## src/hdl/sgccm_pkg.sv

```systemverilog
// shared types, constants and helpers of the cell color matcher
package sgccm_pkg;

    localparam int COEF_FRAC_BITS = 14;
    localparam int DOT_W   = COEF_FRAC_BITS + 10;
    localparam int SQ_W    = 2 * COEF_FRAC_BITS + 18;
    localparam int HALF_W  = SQ_W + 2;
    localparam int SCORE_W = HALF_W + 1;

    localparam int NUM_COLORS = 8;
    localparam int DIST_N     = NUM_COLORS + 1;
    localparam int DIST_BLACK = NUM_COLORS;
    localparam int NUM_CAND   = 25;
    localparam int IDX_W      = 5;
    localparam int PAL_W      = 24;
    localparam int CFG_ADDR_W = 3;
    localparam int IN_W       = 96;
    localparam int OUT_W      = 16;
    localparam int LAT        = 10;

    localparam logic [IDX_W-1:0] BLACK_INDEX = 5'd24;
    localparam logic [7:0] BYTE_BLACK = 8'h80;
    localparam logic [3:0] PAT_RIGHT  = 4'h5;
    localparam logic [3:0] PAT_LEFT   = 4'ha;
    localparam logic [3:0] PAT_BOTH   = 4'hf;

    // yiq coefficients rounded to nearest in fixed point
    localparam logic signed [DOT_W-1:0] K_YR =
        DOT_W'(((64'd299000 << COEF_FRAC_BITS) + 64'd500000) / 64'd1000000);
    localparam logic signed [DOT_W-1:0] K_YG =
        DOT_W'(((64'd587000 << COEF_FRAC_BITS) + 64'd500000) / 64'd1000000);
    localparam logic signed [DOT_W-1:0] K_YB =
        DOT_W'(((64'd114000 << COEF_FRAC_BITS) + 64'd500000) / 64'd1000000);
    localparam logic signed [DOT_W-1:0] K_IR =
        DOT_W'(((64'd595716 << COEF_FRAC_BITS) + 64'd500000) / 64'd1000000);
    localparam logic signed [DOT_W-1:0] K_IG =
        DOT_W'(((64'd274453 << COEF_FRAC_BITS) + 64'd500000) / 64'd1000000);
    localparam logic signed [DOT_W-1:0] K_IB =
        DOT_W'(((64'd321263 << COEF_FRAC_BITS) + 64'd500000) / 64'd1000000);
    localparam logic signed [DOT_W-1:0] K_QR =
        DOT_W'(((64'd211456 << COEF_FRAC_BITS) + 64'd500000) / 64'd1000000);
    localparam logic signed [DOT_W-1:0] K_QG =
        DOT_W'(((64'd522591 << COEF_FRAC_BITS) + 64'd500000) / 64'd1000000);
    localparam logic signed [DOT_W-1:0] K_QB =
        DOT_W'(((64'd311135 << COEF_FRAC_BITS) + 64'd500000) / 64'd1000000);

    typedef struct packed {
        logic [7:0] red;
        logic [7:0] green;
        logic [7:0] blue;
    } rgb_t;

    typedef struct packed {
        logic [SCORE_W-1:0] score;
        logic [IDX_W-1:0]   idx;
    } cand_t;

    // candidate index to semigraphics byte
    function automatic logic [7:0] cell_byte_of(input logic [IDX_W-1:0] idx);
        logic [7:0] b;
        b = {1'b1, idx[2], idx[1:0], 4'h0};
        if (idx == BLACK_INDEX)
        begin
            b = BYTE_BLACK;
        end
        else
        begin
            case (idx[4:3])
                2'd0:    b[3:0] = PAT_RIGHT;
                2'd1:    b[3:0] = PAT_LEFT;
                default: b[3:0] = PAT_BOTH;
            endcase
        end
        return b;
    endfunction

endpackage

```

## src/hdl/sgccm_min_tree.sv

```systemverilog
// registered minimum tree over the candidate scores, lowest index wins ties
module sgccm_min_tree (
    input  logic                            clk,
    input  logic                            en,
    input  logic [sgccm_pkg::SCORE_W-1:0]   score [sgccm_pkg::NUM_CAND],
    output logic [sgccm_pkg::IDX_W-1:0]     best_idx
);

    sgccm_pkg::cand_t lv0 [25];
    sgccm_pkg::cand_t lv1_reg [13];
    sgccm_pkg::cand_t lv1_next [13];
    sgccm_pkg::cand_t lv2_reg [7];
    sgccm_pkg::cand_t lv2_next [7];
    sgccm_pkg::cand_t lv3_reg [4];
    sgccm_pkg::cand_t lv3_next [4];
    sgccm_pkg::cand_t lv4_reg [2];
    sgccm_pkg::cand_t lv4_next [2];
    sgccm_pkg::cand_t best_reg;
    sgccm_pkg::cand_t best_next;

    // a always carries the lower index
    function automatic sgccm_pkg::cand_t pick(input sgccm_pkg::cand_t a,
                                              input sgccm_pkg::cand_t b);
        return (b.score < a.score) ? b : a;
    endfunction

    always_comb
    begin
        for (int i = 0; i < 25; i++)
        begin
            lv0[i].score = score[i];
            lv0[i].idx   = sgccm_pkg::IDX_W'(i);
        end
        for (int i = 0; i < 12; i++)
        begin
            lv1_next[i] = pick(lv0[2*i], lv0[2*i+1]);
        end
        lv1_next[12] = lv0[24];
        for (int i = 0; i < 6; i++)
        begin
            lv2_next[i] = pick(lv1_reg[2*i], lv1_reg[2*i+1]);
        end
        lv2_next[6] = lv1_reg[12];
        for (int i = 0; i < 3; i++)
        begin
            lv3_next[i] = pick(lv2_reg[2*i], lv2_reg[2*i+1]);
        end
        lv3_next[3] = lv2_reg[6];
        for (int i = 0; i < 2; i++)
        begin
            lv4_next[i] = pick(lv3_reg[2*i], lv3_reg[2*i+1]);
        end
        best_next = pick(lv4_reg[0], lv4_reg[1]);
    end

    always_ff @(posedge clk)
    begin
        if (en)
        begin
            lv1_reg  <= lv1_next;
            lv2_reg  <= lv2_next;
            lv3_reg  <= lv3_next;
            lv4_reg  <= lv4_next;
            best_reg <= best_next;
        end
    end

    assign best_idx = best_reg.idx;

endmodule

```

## config.mk

```make
export PLATFORM = sky130hd
export DESIGN_NAME = sgccm_min_tree
export DESIGN_NICKNAME = d
export VERILOG_FILES = /design/src/hdl/sgccm_pkg.sv /design/src/hdl/sgccm_min_tree.sv
export SDC_FILE = /design/constraint.sdc
export NUM_CORES = 2
export LEC_CHECK = 0
export BUFFER_PORTS_ARGS = -buffer_cell sky130_fd_sc_hd__buf_2
export CORE_AREA = 3 3 473 475
export DETAILED_ROUTE_END_ITERATION = 8
export DIE_AREA = 0 0 476 478
export PLACE_DENSITY = 0.53
export REMOVE_ABC_BUFFERS = 1
export SETUP_SLACK_MARGIN = 0.1
export SLEW_MARGIN = 20
export SYNTH_ARGS = -nofsm -noshare
export SYNTH_HDL_FRONTEND = slang
export SYNTH_SLANG_ARGS = --single-unit
```

## constraint.sdc

```tcl
create_clock -name clk -period 9.2 [get_ports clk]
set_input_delay 2.3 -clock clk [delete_from_list [all_inputs] [get_ports clk]]
set_output_delay 2.3 -clock clk [all_outputs]
set_load 0.1 [all_outputs]
```

==> impl_metrics.csv <==
group,metric,value,unit
flow_run,max-cap-violations,0,
synth,synth-edff-count,1320,
final_layout,stdcell_area,97300,µm²
sta,timing.max_slew.rel_slack,25.6,%
critical_path,worst-endpoint-arrival,5830,ps
critical_path,critPathKind,"input pin to flop",
final_layout,final_layout_size_suffix_gt1_share,32.4,%
cts,numClockSinks,1320,
final_layout,final_cell_mix,"edfxtp_1 (1320), buf_2 (1230), inv_1 (1183), ha_1 (1152), mux2_2 (1086)",
grt,grt_first_pass_wirelength,391,mm
routing,avg_vias_per_cell,5.08,
cts,clk_path_buf_depth,3,
min_path,min-delay-start,"lv1_reg[24]",
cts,clock-root-buffer,"clkbuf_16",
cts,cts-resized-gates,0,
final_layout,fill_cells,20400,
min_path,worst_hold_path.num_cells,0,
floorplanning,initial_utilization,37.3,%
synth,post_synth_inst_count,6706,
sta,rsz0062_at_grt,"no",
synth,yosys-top-cells-area,"edfxtp_1 (48%), ha_1 (18%), mux2_2 (15%)",
sta,setup_violations,0,
cts,tritoncts,"done",
pwr,power_density,201,nW/µm²
critical_path,crit_chain,"buf_2, inv_1, ha_1, nand4_1, nor4_1, nand2_1, nor3_1, nand2_1, o21ai_4, buf_4, mux2_2",
critical_path,worst_path_max_delay_cell,"nor4_1",
routing,first_iter_violations,3106,
synth,synth_async_sr_flop_share,0,%
sta,final_tns_setup,0,ps
sta,fin_clk_skew,45.3,ps
sta,finalHoldViolations,0,
grt,gr_overflow_total,0,
final_layout,commonest_non_fill_non_tap_cell_in_the_layout,"edfxtp_1",
synth,flip_flop_and_latch_count_after_synthesis,1320,
place,dp_hpwl,227,mm
sta,max_freq,189,MHz
grt,antenna_violations_before_repair,163,
critical_path,reg2reg_to,"lv2_reg[179]",
routing,drt-total-wl,275,mm
place,placed_area,91700,µm²
pwr,ir_drop,177,µV
final_layout,final_net_count,10400,
synth,synth_seq_area_share,48.3,%
floorplanning,die_width,476,µm
critical_path,worst-r2r-cell-count,8,
critical_path,category_of_the_worst_setup_path_launch_point,"input pin",
critical_path,critPathBufInv,3,
critical_path,crit_end_element,"flop",
cts,worst_skew_pair.late_latency,810,ps
routing,drc_errors,0,
critical_path,reg2reg_from,"lv1_reg[318]",
sta,max_slew.worst_pin.slew,1110,ps
floorplanning,num_io_pins,1232,
synth,post_synth_instance_area,82000,µm²
routing,drt_pass1_iterations,5,
run_status,run_status,"finished clean",
final_layout,layout_area_overhead,18.6,%
critical_path,crit_top_cell,"nand2_1",
critical_path,critPathMaxFanout,26,
floorplanning,core_footprint,220000,µm²
min_path,whs_endpoint,"lv2_reg[24]",
grt,grt_start_max_net_pins,155,
synth,synth_cell_types,56,
routing,mean_routed_wirelength_per_cell,24.6,µm
cts,numCtsBuffers,161,
floorplanning,die_area,228000,µm²
synth,syn-mean-instance-area,12.2,µm²
final_layout,largest_register_ffs,649,
critical_path,worst_path_largest_cell_delay,810,ps
sta,drv_slew,0,
critical_path,cell_family_contributing_the_most_delay_on_the_critical_path,"simple AND/OR/NAND/NOR gates",
routing,drt_antenna_net_count,0,
synth,yosys_warnings,0,
cts,cts_post_setup_buffers_inserted,0,
critical_path,critical_path_required,9740,ps
floorplanning,chipHeight,478,µm
synth,synth_top_flop_cell,"edfxtp_1",
min_path,worst_hold_path_type,"flop to flop",
cts,cts_clock_pin_slew_for_the_worst_setup_and_hold_paths,60,ps
grt,gr-usage-all-layers,23.6,%
place,gp_congestion,0.900,
cts,cts_max_level,4,
sta,final_min_period_over_clock_period,57.5,%
place,numPortBuffers,1231,
routing,via_count,56900,
pwr,leakage_component_of_the_power,0.0436,µW
sta,post-route-min-period,5290,ps
synth,yosys.area.top_type_share,48.3,%
synth,synth_area_leader_cell,"edfxtp_1",
critical_path,reg2reg_setup_slack,5020,ps
cts,hold_buffers,0,
grt,first_global_vias,58300,
floorplanning,std_cell_rows,172,
[synthesized netlist by cell type (all sizes together), types with 2 or more instances]
master / instances
mux2: 1146
o21a: 10
clkbuf: 11
a2111o: 2
a31oi: 4
a21boi: 6
edfxtp: 1320
nor2: 119
a221oi: 50
o31ai: 16
nor3: 39
nor2b: 39
or4: 7
nand2: 282
a2111oi: 13
a21oi: 463
ha: 1152
nor4: 32
o31a: 6
or3: 3
a21o: 96
nand4: 177
a22oi: 2
buf: 110
a311oi: 10
a211oi: 31
or2: 3
o21ai: 181
inv: 1183
nor3b: 3
o221ai: 2
o21bai: 2
o311ai: 2
nor4b: 3
o211ai: 13
and4: 35
nand3: 106
nand2b: 20
[power breakdown]
group	leakage, µW	switching [µW]	internal (µW)
clock network	0.00258	2680	3810
logic	0.0281	2580	2150
registers	0.0129	560	7750
[logic make-up (layout without fill, tap and decap cells)]
group / Yosys count / after routing / share of synthesized area [%]
other: 0 / 71 / 0
DFF: 1320 / 1320 / 48.3
buffers and inverters: 1304 / 2760 / 6.34
adders and majority gates: 1152 / 1152 / 17.6
and+or+nand+nor: 869 / 869 / 5.36
AOI/OAI and AO/OA: 915 / 915 / 6.63
muxes: 1146 / 1146 / 15.8
[layout make-up]
class                           count  area, µm²  area share (%)
Inverter                         1183       4440            4.56
Antenna cell                       71        178           0.183
Clock buffer                      193       4190            4.31
Timing Repair Buffer             1280       6640            6.83
Multi-Input combinational cell   4082      37300            38.4
Sequential cell                  1320      39600            40.7
Tap cell                         2958       3700            3.80
Clock inverter                    104       1180            1.22
[metrics by stage]
| stage | cells | total power (µW) | worst slack [ps] | util (%) | hold WS [ps] |
|---|---|---|---|---|---|
| floorplan | 6585 | 11100 | 1410 | - | 400 |
| global route | 11200 | 20600 | 3890 | 44.2 | 406 |
| detailed placement | 10800 | 13200 | 3090 | 41.7 | 405 |
| CTS | 11100 | 19900 | 3970 | 44.2 | 391 |
| finish | 11200 | 19500 | 3910 | 44.3 | 402 |
| global placement | 10800 | 13100 | 2910 | 41.7 | 406 |
[per-layer routing]
| metal | vias to the layer above | track usage, % | part of all wire [%] |
|---|---|---|---|
| met5 | - | 0 | 0.21 |
| met4 | 86 | 7.42 | 3.5 |
| li1 | 27300 | - | - |
| met3 | 505 | 4.94 | 5.5 |
| met2 | 1424 | 42.5 | 51 |
| met1 | 27500 | 27.9 | 40 |
[worst max-delay path by stage]
stage	startpoint	to	slack, ps	cells past startpoint
floorplan	score[418]	lv1_reg[216]	1410	8
global placement	score[986]	lv1_reg[585]	2910	11
detailed placement	score[785]	lv1_reg[440]	3090	10
CTS	score[785]	lv1_reg[452]	3970	10
global route	score[534]	lv1_reg[276]	3890	11
finish	score[534]	lv1_reg[275]	3910	11
No activity file was read; power rests on OpenSTA's default activity.
